<file path="src/rtl/vssc_pkg.sv">
`timescale 1ns / 1ps
// ----------------------------------------------------------------------------
// Vital-sign status classifier: shared package
// Status codes, register indexes, reset values and the types passed between
// the front end, the queue and the back end.
// ----------------------------------------------------------------------------
package vssc_pkg;

  localparam int TIME_WIDTH_DEF = 32;
  localparam int IN_TIME_W      = 32;
  localparam int SECONDS_W      = 23;
  localparam int BASELINE_W     = 24;
  localparam int CFG_DATA_W     = 20;
  localparam int CFG_INDEX_W    = 3;
  localparam int QUEUE_DEPTH    = 2;

  // Status codes
  localparam logic [2:0] ST_CALIBRATING = 3'd0;
  localparam logic [2:0] ST_NORMAL      = 3'd1;
  localparam logic [2:0] ST_STRESS      = 3'd2;
  localparam logic [2:0] ST_CRITICAL    = 3'd3;
  localparam logic [2:0] ST_SIGNAL_LOST = 3'd4;

  // Register indexes
  localparam logic [CFG_INDEX_W-1:0] REG_WARMUP_TIME      = 3'd0;
  localparam logic [CFG_INDEX_W-1:0] REG_LOW_SIGNAL_THR   = 3'd1;
  localparam logic [CFG_INDEX_W-1:0] REG_SIGNAL_LOST_HOLD = 3'd2;
  localparam logic [CFG_INDEX_W-1:0] REG_CRITICAL_HOLD    = 3'd3;
  localparam logic [CFG_INDEX_W-1:0] REG_STRESS_MARGIN    = 3'd4;
  localparam logic [CFG_INDEX_W-1:0] REG_STRESS_HOLD      = 3'd5;
  localparam logic [CFG_INDEX_W-1:0] REG_BASELINE_WEIGHT  = 3'd6;

  // Register reset values
  localparam logic [15:0] WARMUP_TIME_RST      = 16'd5000;
  localparam logic [15:0] LOW_SIGNAL_THR_RST   = 16'd205;
  localparam logic [19:0] SIGNAL_LOST_HOLD_RST = 20'd2000;
  localparam logic [19:0] CRITICAL_HOLD_RST    = 20'd10000;
  localparam logic [15:0] STRESS_MARGIN_RST    = 16'd5120;
  localparam logic [19:0] STRESS_HOLD_RST      = 20'd30000;
  localparam logic [15:0] BASELINE_WEIGHT_RST  = 16'd66;

  // Valid heart rate window, Q8.8 (30.0 and 200.0 exclusive)
  localparam logic [15:0] HR_LOW_Q88  = 16'd7680;
  localparam logic [15:0] HR_HIGH_Q88 = 16'd51200;

  // 72.0 in Q8.16
  localparam logic [BASELINE_W-1:0] BASELINE_RST = 24'h480000;

  // Unsigned 32-bit divide by 1000: (x * RECIP_1000) >> RECIP_SHIFT
  localparam logic [31:0] RECIP_1000  = 32'h10624DD3;
  localparam int          RECIP_SHIFT = 38;

  typedef struct packed {
    logic [15:0] warmup_time;
    logic [15:0] low_signal_threshold;
    logic [19:0] signal_lost_hold;
    logic [19:0] critical_hold;
    logic [15:0] stress_margin;
    logic [19:0] stress_hold;
    logic [15:0] baseline_weight;
  } cfg_t;

  typedef struct packed {
    logic [15:0]          heart_rate;
    logic [15:0]          breath_rate;
    logic [15:0]          signal_energy;
    logic [7:0]           range_bin;
    logic                 present;
    logic [IN_TIME_W-1:0] time_ms;
    logic [SECONDS_W-1:0] seconds;
    logic                 calibrating;
    logic                 low_signal;
    logic                 rate_valid;
  } entry_t;

endpackage

</file>
<file path="src/rtl/vssc_front.sv">
`timescale 1ns / 1ps
// ----------------------------------------------------------------------------
// Vital-sign status classifier: front end
// Accepts readings, flags warmup, low signal and valid heart rate, converts
// the timestamp to whole seconds and pushes one entry into the queue.
// ----------------------------------------------------------------------------
module vssc_front #(
  parameter int TIME_WIDTH = vssc_pkg::TIME_WIDTH_DEF
) (
  input  logic                           in_valid,
  output logic                           in_stall,
  input  logic [15:0]                    heart_rate,
  input  logic [15:0]                    breath_rate,
  input  logic [15:0]                    signal_energy,
  input  logic [7:0]                     range_bin,
  input  logic                           target_present,
  input  logic [vssc_pkg::IN_TIME_W-1:0] time_ms,
  input  vssc_pkg::cfg_t                 cfg,
  input  logic                           queue_full,
  output logic                           push,
  output vssc_pkg::entry_t               entry
);

  localparam int NOW_W = (TIME_WIDTH < vssc_pkg::IN_TIME_W) ? TIME_WIDTH : vssc_pkg::IN_TIME_W;
  localparam logic [vssc_pkg::IN_TIME_W-1:0] NOW_MASK =
    (vssc_pkg::IN_TIME_W'(1) << NOW_W) - vssc_pkg::IN_TIME_W'(1);

  logic [vssc_pkg::IN_TIME_W-1:0] now;
  logic [63:0]                    sec_prod;

  assign now      = time_ms & NOW_MASK;
  assign sec_prod = 64'(now) * 64'(vssc_pkg::RECIP_1000);

  assign in_stall = queue_full;
  assign push     = in_valid && !queue_full;

  always_comb begin
    entry.heart_rate    = heart_rate;
    entry.breath_rate   = breath_rate;
    entry.signal_energy = signal_energy;
    entry.range_bin     = range_bin;
    entry.present       = target_present;
    entry.time_ms       = now;
    entry.seconds       = vssc_pkg::SECONDS_W'(sec_prod >> vssc_pkg::RECIP_SHIFT);
    entry.calibrating   = now < vssc_pkg::IN_TIME_W'(cfg.warmup_time);
    entry.low_signal    = signal_energy < cfg.low_signal_threshold;
    entry.rate_valid    = target_present && (heart_rate > vssc_pkg::HR_LOW_Q88)
                          && (heart_rate < vssc_pkg::HR_HIGH_Q88);
  end

endmodule

</file>
<file path="src/rtl/vssc_queue.sv">
`timescale 1ns / 1ps
// ----------------------------------------------------------------------------
// Vital-sign status classifier: entry queue
// Short first-in first-out buffer between the front end and the back end.
// ----------------------------------------------------------------------------
module vssc_queue (
  input  logic             clk,
  input  logic             rst,
  input  logic             push,
  input  vssc_pkg::entry_t push_entry,
  input  logic             pop,
  output vssc_pkg::entry_t head,
  output logic             not_empty,
  output logic             full
);

  localparam int DEPTH = vssc_pkg::QUEUE_DEPTH;
  localparam int PTR_W = (DEPTH > 1) ? $clog2(DEPTH) : 1;
  localparam int CNT_W = $clog2(DEPTH + 1);

  vssc_pkg::entry_t slots [DEPTH];
  logic [PTR_W-1:0] wr_ptr;
  logic [PTR_W-1:0] rd_ptr;
  logic [CNT_W-1:0] count;

  assign head      = slots[rd_ptr];
  assign not_empty = count != '0;
  assign full      = count == CNT_W'(DEPTH);

  always_ff @(posedge clk) begin
    if (push) begin
      slots[wr_ptr] <= push_entry;
    end
  end

  always_ff @(posedge clk) begin
    if (rst) begin
      wr_ptr <= '0;
      rd_ptr <= '0;
      count  <= '0;
    end else begin
      if (push) begin
        wr_ptr <= (wr_ptr == PTR_W'(DEPTH - 1)) ? '0 : wr_ptr + PTR_W'(1);
      end
      if (pop) begin
        rd_ptr <= (rd_ptr == PTR_W'(DEPTH - 1)) ? '0 : rd_ptr + PTR_W'(1);
      end
      case ({push, pop})
        2'b10:   count <= count + CNT_W'(1);
        2'b01:   count <= count - CNT_W'(1);
        default: count <= count;
      endcase
    end
  end

  a_no_pop_when_empty : assert property (@(posedge clk) disable iff (rst)
    pop |-> not_empty)
    else $error("queue popped while empty");

endmodule

</file>
<file path="src/rtl/vssc_back.sv">
`timescale 1ns / 1ps
// ----------------------------------------------------------------------------
// Vital-sign status classifier: back end
// Updates the low-signal and elevation marks and the heart-rate baseline,
// picks the status by hold times and holds the result in the output register.
// ----------------------------------------------------------------------------
module vssc_back #(
  parameter int TIME_WIDTH = vssc_pkg::TIME_WIDTH_DEF
) (
  input  logic                           clk,
  input  logic                           rst,
  input  vssc_pkg::cfg_t                 cfg,
  input  vssc_pkg::entry_t               head,
  input  logic                           not_empty,
  output logic                           pop,
  output logic                           out_valid,
  input  logic                           out_stall,
  output logic [2:0]                     status,
  output logic [15:0]                    heart_rate_out,
  output logic [15:0]                    breath_rate_out,
  output logic [15:0]                    signal_energy_out,
  output logic [7:0]                     range_bin_out,
  output logic                           present_out,
  output logic [vssc_pkg::SECONDS_W-1:0] time_seconds
);

  localparam int NOW_W = (TIME_WIDTH < vssc_pkg::IN_TIME_W) ? TIME_WIDTH : vssc_pkg::IN_TIME_W;
  localparam int CMP_W = (TIME_WIDTH > 20) ? TIME_WIDTH : 20;
  localparam int BW    = vssc_pkg::BASELINE_W;

  logic [BW-1:0]    rate_baseline;
  logic             baseline_seeded;
  logic [NOW_W-1:0] low_signal_start;
  logic [NOW_W-1:0] elevated_start;

  logic [BW-1:0]    rate_baseline_next;
  logic [NOW_W-1:0] low_signal_start_next;
  logic [NOW_W-1:0] elevated_start_next;
  logic [2:0]       status_next;

  logic [NOW_W-1:0]      now;
  logic [BW-1:0]         hr_ext;
  logic signed [BW:0]    rate_diff;
  logic signed [41:0]    avg_prod;
  logic signed [41:0]    avg_acc;
  logic [BW-1:0]         avg_baseline;
  logic [BW:0]           elev_limit;
  logic                  elevated;
  logic [TIME_WIDTH-1:0] low_age;
  logic [TIME_WIDTH-1:0] elev_age;
  logic                  low_critical;
  logic                  low_signal_lost;
  logic                  elev_stress;

  assign pop = not_empty && (!out_valid || !out_stall);
  assign now = head.time_ms[NOW_W-1:0];

  always_comb begin
    // Marks use zero as the idle sentinel
    if (head.low_signal) begin
      low_signal_start_next = (low_signal_start == '0) ? now : low_signal_start;
    end else begin
      low_signal_start_next = '0;
    end

    // base*(1-w) + hr*w rewritten as base + (hr - base)*w, rounded half up
    hr_ext       = {head.heart_rate, 8'd0};
    rate_diff    = $signed({1'b0, hr_ext}) - $signed({1'b0, rate_baseline});
    avg_prod     = rate_diff * $signed({1'b0, cfg.baseline_weight});
    avg_acc      = $signed({2'b00, rate_baseline, 16'd0}) + avg_prod + 42'sd32768;
    avg_baseline = avg_acc[39:16];

    if (!head.rate_valid) begin
      rate_baseline_next = rate_baseline;
    end else if (!baseline_seeded) begin
      rate_baseline_next = hr_ext;
    end else begin
      rate_baseline_next = avg_baseline;
    end

    // Judge elevation against the freshly updated baseline
    elev_limit = {1'b0, rate_baseline_next} + {1'b0, cfg.stress_margin, 8'd0};
    elevated   = head.present && ({1'b0, hr_ext} > elev_limit);
    if (elevated) begin
      elevated_start_next = (elevated_start == '0) ? now : elevated_start;
    end else begin
      elevated_start_next = '0;
    end

    low_age  = TIME_WIDTH'(now) - TIME_WIDTH'(low_signal_start_next);
    elev_age = TIME_WIDTH'(now) - TIME_WIDTH'(elevated_start_next);

    low_critical    = (low_signal_start_next != '0)
                      && (CMP_W'(low_age) >= CMP_W'(cfg.critical_hold));
    low_signal_lost = (low_signal_start_next != '0)
                      && (CMP_W'(low_age) >= CMP_W'(cfg.signal_lost_hold));
    elev_stress     = (elevated_start_next != '0)
                      && (CMP_W'(elev_age) >= CMP_W'(cfg.stress_hold));

    if (head.calibrating) begin
      status_next = vssc_pkg::ST_CALIBRATING;
    end else if (low_critical) begin
      status_next = vssc_pkg::ST_CRITICAL;
    end else if (low_signal_lost) begin
      status_next = vssc_pkg::ST_SIGNAL_LOST;
    end else if (elev_stress) begin
      status_next = vssc_pkg::ST_STRESS;
    end else begin
      status_next = vssc_pkg::ST_NORMAL;
    end
  end

  always_ff @(posedge clk) begin
    if (rst) begin
      rate_baseline    <= vssc_pkg::BASELINE_RST;
      baseline_seeded  <= 1'b0;
      low_signal_start <= '0;
      elevated_start   <= '0;
      out_valid        <= 1'b0;
    end else begin
      if (pop) begin
        out_valid <= 1'b1;
      end else if (!out_stall) begin
        out_valid <= 1'b0;
      end
      // Hold the baseline, its seed flag and both marks during warmup
      if (pop && !head.calibrating) begin
        rate_baseline    <= rate_baseline_next;
        baseline_seeded  <= baseline_seeded || head.rate_valid;
        low_signal_start <= low_signal_start_next;
        elevated_start   <= elevated_start_next;
      end
    end
  end

  always_ff @(posedge clk) begin
    if (pop) begin
      status            <= status_next;
      heart_rate_out    <= head.heart_rate;
      breath_rate_out   <= head.breath_rate;
      signal_energy_out <= head.signal_energy;
      range_bin_out     <= head.range_bin;
      present_out       <= head.present;
      time_seconds      <= head.seconds;
    end
  end

  a_warmup_holds_state : assert property (@(posedge clk) disable iff (rst)
    (pop && head.calibrating) |=> ($stable(rate_baseline) && $stable(low_signal_start)
                                   && $stable(elevated_start) && $stable(baseline_seeded)))
    else $error("state changed during warmup");

  a_seed_sticks : assert property (@(posedge clk) disable iff (rst)
    !$fell(baseline_seeded))
    else $error("baseline seed flag cleared outside reset");

  a_low_mark_set : assert property (@(posedge clk) disable iff (rst)
    (pop && !head.calibrating && head.low_signal && now != '0) |=> low_signal_start != '0)
    else $error("low-signal mark not set");

endmodule

</file>
<file path="src/rtl/vital_sign_status_classifier_top.sv">
`timescale 1ns / 1ps
// ----------------------------------------------------------------------------
// Vital-sign status classifier: top level
// Classifies each vital-sign reading as calibrating, normal, stress, critical
// or signal lost and passes the raw reading through with its time in seconds.
// ----------------------------------------------------------------------------
// Readings pass through the queue, then the output register once it is free.
// Throughput: one reading per cycle while the output is not stalled; the back end
//   updates the baseline and both start marks together for each reading popped after warmup.
// A two-entry queue lets the front end take readings while a result waits.
// Reset: registers return to their defaults, baseline to 72.0, marks idle,
//   queue and output register empty.
module vital_sign_status_classifier_top #(
  parameter int TIME_WIDTH = vssc_pkg::TIME_WIDTH_DEF
) (
  input  logic                             clk,
  input  logic                             rst,
  input  logic                             in_valid,
  output logic                             in_stall,
  input  logic [15:0]                      heart_rate,
  input  logic [15:0]                      breath_rate,
  input  logic [15:0]                      signal_energy,
  input  logic [7:0]                       range_bin,
  input  logic                             target_present,
  input  logic [vssc_pkg::IN_TIME_W-1:0]   time_ms,
  output logic                             out_valid,
  input  logic                             out_stall,
  output logic [2:0]                       status,
  output logic [15:0]                      heart_rate_out,
  output logic [15:0]                      breath_rate_out,
  output logic [15:0]                      signal_energy_out,
  output logic [7:0]                       range_bin_out,
  output logic                             present_out,
  output logic [vssc_pkg::SECONDS_W-1:0]   time_seconds,
  input  logic                             cfg_write,
  input  logic [vssc_pkg::CFG_INDEX_W-1:0] cfg_index,
  input  logic [vssc_pkg::CFG_DATA_W-1:0]  cfg_data
);

  vssc_pkg::cfg_t   cfg;
  vssc_pkg::entry_t push_entry;
  vssc_pkg::entry_t head;
  logic             push;
  logic             pop;
  logic             not_empty;
  logic             queue_full;

  always_ff @(posedge clk) begin
    if (rst) begin
      cfg.warmup_time          <= vssc_pkg::WARMUP_TIME_RST;
      cfg.low_signal_threshold <= vssc_pkg::LOW_SIGNAL_THR_RST;
      cfg.signal_lost_hold     <= vssc_pkg::SIGNAL_LOST_HOLD_RST;
      cfg.critical_hold        <= vssc_pkg::CRITICAL_HOLD_RST;
      cfg.stress_margin        <= vssc_pkg::STRESS_MARGIN_RST;
      cfg.stress_hold          <= vssc_pkg::STRESS_HOLD_RST;
      cfg.baseline_weight      <= vssc_pkg::BASELINE_WEIGHT_RST;
    end else if (cfg_write) begin
      case (cfg_index)
        vssc_pkg::REG_WARMUP_TIME:      cfg.warmup_time          <= cfg_data[15:0];
        vssc_pkg::REG_LOW_SIGNAL_THR:   cfg.low_signal_threshold <= cfg_data[15:0];
        vssc_pkg::REG_SIGNAL_LOST_HOLD: cfg.signal_lost_hold     <= cfg_data;
        vssc_pkg::REG_CRITICAL_HOLD:    cfg.critical_hold        <= cfg_data;
        vssc_pkg::REG_STRESS_MARGIN:    cfg.stress_margin        <= cfg_data[15:0];
        vssc_pkg::REG_STRESS_HOLD:      cfg.stress_hold          <= cfg_data;
        vssc_pkg::REG_BASELINE_WEIGHT:  cfg.baseline_weight      <= cfg_data[15:0];
        default: ;
      endcase
    end
  end

  vssc_front #(
    .TIME_WIDTH (TIME_WIDTH)
  ) u_front (
    .in_valid       (in_valid),
    .in_stall       (in_stall),
    .heart_rate     (heart_rate),
    .breath_rate    (breath_rate),
    .signal_energy  (signal_energy),
    .range_bin      (range_bin),
    .target_present (target_present),
    .time_ms        (time_ms),
    .cfg            (cfg),
    .queue_full     (queue_full),
    .push           (push),
    .entry          (push_entry)
  );

  vssc_queue u_queue (
    .clk        (clk),
    .rst        (rst),
    .push       (push),
    .push_entry (push_entry),
    .pop        (pop),
    .head       (head),
    .not_empty  (not_empty),
    .full       (queue_full)
  );

  vssc_back #(
    .TIME_WIDTH (TIME_WIDTH)
  ) u_back (
    .clk               (clk),
    .rst               (rst),
    .cfg               (cfg),
    .head              (head),
    .not_empty         (not_empty),
    .pop               (pop),
    .out_valid         (out_valid),
    .out_stall         (out_stall),
    .status            (status),
    .heart_rate_out    (heart_rate_out),
    .breath_rate_out   (breath_rate_out),
    .signal_energy_out (signal_energy_out),
    .range_bin_out     (range_bin_out),
    .present_out       (present_out),
    .time_seconds      (time_seconds)
  );

endmodule
</file>
<file path="config.mk">
export PLATFORM = sky130hd
export DESIGN_NAME = vital_sign_status_classifier_top
export DESIGN_NICKNAME = d
export VERILOG_FILES = /design/src/rtl/vssc_pkg.sv /design/src/rtl/vssc_front.sv /design/src/rtl/vssc_queue.sv /design/src/rtl/vssc_back.sv /design/src/rtl/vital_sign_status_classifier_top.sv
export SDC_FILE = /design/constraint.sdc
export NUM_CORES = 2
export LEC_CHECK = 0
export ABC_AREA = 1
export BUFFER_PORTS_ARGS = -buffer_cell sky130_fd_sc_hd__buf_2
export CAP_MARGIN = 20
export CORE_ASPECT_RATIO = 0.6
export CORE_UTILIZATION = 40
export CTS_BUF_LIST = sky130_fd_sc_hd__clkbuf_4
export CTS_CLUSTER_DIAMETER = 30
export CTS_CLUSTER_SIZE = 14
export DETAILED_ROUTE_END_ITERATION = 16
export PLACE_DENSITY = 0.53
export SLEW_MARGIN = 0
export SYNTH_ARGS = -nofsm -noshare
export SYNTH_HDL_FRONTEND = slang
export SYNTH_SLANG_ARGS = --single-unit
export TNS_END_PERCENT = 5
</file>
<file path="constraint.sdc">
create_clock -name clk -period 41.1 [get_ports clk]
set_input_delay 6.165 -clock clk [delete_from_list [all_inputs] [get_ports clk]]
set_output_delay 6.165 -clock clk [all_outputs]
set_load 0.02 [all_outputs]
</file>
Yosys cells after proc, flatten, opt, wreduce, memory -nomap -nowiden
Memories as Yosys holds them, arrays and structs flattened. A register that Yosys moved wholly into a read port is not among the register bits.
Index checks and enable logic that the tools add are counted.
Storage, ports and cells
  flip-flop bits (word level): 301
  bits in writable memories: 230
  bits of input ports: 117
  word-level logic and storage cells: 102
  memories: 1
Memories
  u_queue.slots: depth 2, width 115, read ports 1, clocked after Yosys merged registers in 1, wr ports 1, RTL line vssc_queue.sv:21  | vssc_pkg::entry_t slots [DEPTH];
Cells by class
  add/subtract/negate cells: 10
  multipliers: 2
  order comparisons: 8
  equal/unequal tests: 10
  muxes and demuxes: 18
  reduce and logical (&&, ||, !) cells: 30
Operators by type and width (count)
  $mux 32: 4
  $ge 32x20->1: 3
  $logic_not 32->1: 2
  $reduce_bool 32->1: 2
  $sub 32x32->32: 2
  $mul 32x29->61 const B: 1
  $mux 24: 2
  $add 40x17->40 const B: 1
  $add 40x40->40: 1
  $mul 25x17->40: 1
  $lt 32x16->1: 1
  $add 24x24->25: 1
  $gt 24x25->1: 1
  $sub 24x24->25: 1
  $gt 16x13->1 const B: 1
  $lt 16x16->1: 1
  $lt 16x16->1 const B: 1
  $reduce_and 2->1: 7
  $eq 3x3->1 const B: 3
  $logic_and 1x1->1: 9
  $mux 1: 8
  $eq 3x2->1 const B: 2
  $eq 2x2->1 const B: 2
  $logic_not 1->1: 4
  13 further kinds: 17

Longest topological paths before layout
  depth after elaboration: 16
  depth in mapped cells: 95

Modules after synthesis
Synthesis repeated with hierarchy kept, for this count alone.
Unflattened totals
  cell total of the unflattened synthesis: 7223
  area total of the unflattened synthesis: 60840.9 µm²
Modules (own cells, without submodules)
  vssc_back: instances 1, cells each 3725, area each 28847.7 µm², sequential area each 4294.1 µm²
  vssc_front: instances 1, cells each 2428, area each 18441.4 µm², sequential area each 0.0 µm²
  vssc_queue: instances 1, cells each 391, area each 8723.4 µm², sequential area each 7006.7 µm²
  vital_sign_status_classifier_top: instances 1, cells each 679, area each 4828.4 µm², sequential area each 2482.4 µm²

Worst setup path before layout
Ideal clock, no wire load.
  path type: register to register
  from: reg with a tool-made name
  to: reg u_back.status[1], data pin
  setup time: 0.256 ns
  arrival time: 14.027 ns
  data required time: 40.844 ns
  slack: 26.817 ns
  stages on the path, launching flop included: 81
  path buffers: 7
  period minus slack after synthesis: 14.283 ns
  cells stage by stage: dfxtp_1 buf_2 inv_2 clkbuf_1 buf_1 clkbuf_1 nand2_1 nand2_1 ha_1 a21oi_1 o21ai_2 a21boi_2 o21bai_2 a21boi_2 xnor2_1 inv_1 clkbuf_1 nor2_1 [... 45 more ...] ha_1 fa_1 o31ai_1 a21oi_1 o21ai_0 a31oi_1 o21ai_0 xor2_1 ha_1 and3_1 a32oi_1 o211ai_1 nor3b_1 nand3_1 nor2_1 nand3_1 nand3_1 a21oi_1
RTL lines
  to (signal assigned): RTL line vssc_back.sv:138  | status <= status_next;
  to (decl): RTL line vssc_back.sv:18  | output logic [2:0] status,

==> results.py <==
metrics = {
    "synth": {
        "avgSynthCellArea_um2": 8.90,
        "syn_inst": 6329,
        "synth-async-reset-ratio": 0,
        "ys_warn_count": 0,
        "netlist_area_um2": 56300,
        "synthAdderAreaFrac": 0.410,
        "synth_cell_types": 66,
        "yosysSeqAreaShare": 0.245,
        "ys_ff_latch": 532,
        "synth_ff_type": "edfxtp_1",
        "synth_compound_area_frac": 0.0986,
        "synth_mux_area_frac": 0.000356,
        "synth_top_family_by_area": "adder cells",
        "synth_fp_nets": 7866,
        "synth-xor-area-share": 0.0197,
        "synth_simple_gate_area_frac": 0.120,
        "synth_edf_count": 313,
    },
    "routing": {
        "routed_wl_mm": 182,
        "dr.pass1.iters": 8,
        "drtIter0Drc": 4206,
        "drt-wirelength-per-cell_um": 21.4,
        "viasPerCell": 5.14,
        "ant_nets": 0,
        "via_count": 43792,
        "drc": 0,
    },
    "floorplanning": {
        "start_util": 0.404,
        "core_area_um2": 140000,
        "dieArea_um2": 142000,
        "die_h_um": 293,
        "ios": 202,
        "rows": 106,
        "dieWidth_um": 486,
    },
    "place": {
        "dpl.hpwl_mm": 146,
        "routabilityCongestion": 0.948,
        "numPortBuffers": 201,
        "dp_cells": 8315,
        "postPlaceCellArea_um2": 59500,
    },
    "global_route": {
        "grt-busiest-layer": "met1",
        "grt-ovfl-total": 0,
        "use_met2": 0.321,
        "track_usage": 0.260,
        "antenna_found_initial": 19,
        "grt_use_met3": 0.0598,
        "grt_pass1_vias": 42524,
        "grtUsageMet1": 0.443,
        "grt_pass1_wl_mm": 276,
        "grt_max_degree": 116,
    },
    "hold_path": {
        "hp-class": "reg -> reg",
    },
    "sta": {
        "finalCriticalPeriod_ns": 17.47,
        "worst_slew_pin_slew_ns": 1.14,
        "min_period_over_period": 0.425,
        "fin_skew_ns": 0.0977,
        "relSlewSlack": 0.230,
        "rsz0062_at_grt": "no",
        "setup_viol": 0,
        "slew_violations": 0,
        "fmax_ghz": 0.0573,
        "fin_tns_setup_ns": 0,
        "report.final.hold_viol_count": 0,
    },
    "clock_network": {
        "numCtsBuffers": 102,
        "cts_setup_buffers": 0,
        "cts_resized": 0,
        "cts_root_buf": "clkbuf_4",
        "cts_tree": "built",
        "clock-sinks": 532,
        "insertion_delay_ns": 1.10,
        "htreeDepth": 3,
        "clockBufferDepth": 3,
        "cts_hold_buf": 0,
        "cts.clk_slew.worst_paths_ns": 0.11,
    },
    "setup_path": {
        "worstSetupStartpointType": "register",
        "crit_path_end": "u_back.status[1]",
        "crit_type": "reg -> reg",
        "crit_path_max_fanout": 40,
        "crit_path_top_delay_cell": "xnor2_1",
        "cp_slowest_stage_delay_ns": 0.78,
        "cp.required_ns": 41.90,
        "worstSetupEndpointType": "register",
        "reg2reg_slack_ns": 23.63,
        "reg2regPathDepth": 73,
        "cp.arrival_ns": 18.27,
        "path_common_cell": "a21oi_1",
        "rr_endpoint": "u_back.status[1]",
    },
    "final_layout": {
        "multi_input_area_um2": 36600,
        "postLayoutCellArea_um2": 61400,
        "final_cells": 8517,
        "drive_above_1_share": 0.0766,
        "mostFrequentLayoutCell": "inv_1",
        "most-common-layout-cells": "1400 x inv_1, 971 x nand2_1, 711 x fa_1",
        "ff_latch_area_um2": 13800,
        "syn2layout_area_growth_pct": 8.98,
        "nets": 8069,
        "num-fill-cells": 13892,
    },
    "outcome": {
        "status": "complete, no violations",
    },
    "flow_run": {
        "maxCapViolCount": 0,
    },
}
-- layer usage --
| layer | vias to the layer above | wire (um) |
|---|---|---|
| li1 | 20539 | - |
| met1 | 21390 | 97700 |
| met2 | 1695 | 64200 |
| met3 | 160 | 17700 |
| met4 | 8 | 2340 |
| met5 | - | 52 |
-- sequential cells by signal (all words and copies together), names as in the netlist, named ones only --
signal,flops
u_back.breath_rate_out,16
cfg,124
u_back.status,3
u_back.present_out,1
u_queue.rd_ptr,1
u_back.baseline_seeded,1
u_back.time_seconds,23
u_queue.count,2
u_back.range_bin_out,8
u_back.out_valid,1
u_back.signal_energy_out,16
u_back.heart_rate_out,16
u_queue.wr_ptr,1
u_back.low_signal_start,32
u_queue.slots,230
u_back.rate_baseline,24
u_back.elevated_start,32
-- final cells by class --
class                           instances  area share
Tap cell                             1890      0.0385
Clock buffer                          107      0.0131
Inverter                             1429      0.0876
Sequential cell                       532       0.225
Clock inverter                         84      0.0163
Multi-Input combinational cell       4215       0.596
Timing Repair Buffer                  252      0.0237
Antenna cell                            8    0.000326
-- cell usage after synthesis, types with 18 or more instances --
cell type / n / area, um2
a31oi_1: 23 / 144
nor2_1: 440 / 1650
o211ai_1: 43 / 323
edfxtp_1: 313 / 9400
clkinv_1: 19 / 71.3
clkbuf_1: 137 / 514
a21o_1: 18 / 135
nand3_1: 76 / 380
nand4_1: 52 / 325
nor3_1: 39 / 195
nor4_1: 28 / 175
a21oi_1: 463 / 2320
xnor2_1: 62 / 543
ha_1: 709 / 8870
nand2_1: 971 / 3640
fa_1: 711 / 14200
dfxtp_1: 219 / 4380
inv_1: 1402 / 5260
o21ai_0: 356 / 1780
xor2_1: 61 / 534
-- worst min path at each step --
stage                         startpoint             end  slack (ns)  depth (start not counted)
final                           cfg[108]        cfg[108]        0.46                          2
after global routing             cfg[71]         cfg[71]        0.48                          2
after CTS                 u_queue.rd_ptr  u_queue.rd_ptr        0.46                          1
after detailed placement  u_queue.rd_ptr  u_queue.rd_ptr        0.45                          1
after global placement    u_queue.rd_ptr  u_queue.rd_ptr        0.44                          1
after floorplan           u_queue.rd_ptr        register        0.43                          1
-- worst max-delay path, delay by kind of cell (launching register included) --
kind                       cells  cell delay [ns]
and+or+nand+nor               21             3.16
DFF                            1             0.67
AOI/OAI and AO/OA             25             5.35
xor gates and xnor gates       3             1.09
buffers and inverters         11             1.87
adders and majority gates     13             5.01
-- kinds of logic (layout without fill, tap and decap cells) --
kind of cell,after synthesis,count (layout)
xor+xnor,125,125
simple gates,1662,1662
fa+ha+maj,1420,1420
other cells,0,8
buf+inv,1582,1872
compound gates,1006,1006
mux,2,2
flops,532,532
-- per-stage QoR --
stage	setup slack [ns]	util	hold WS, ns
after floorplan	26.82	-	0.426
after global placement	24.52	0.426	0.435
after detailed placement	24.11	0.426	0.446
after CTS	24.11	0.439	0.456
after global routing	22.63	0.440	0.476
final	23.63	0.440	0.462
Power is left out: the tool's default activity adds up to more than one toggle a clock period on the data nets, which glitch-free logic cannot reach.
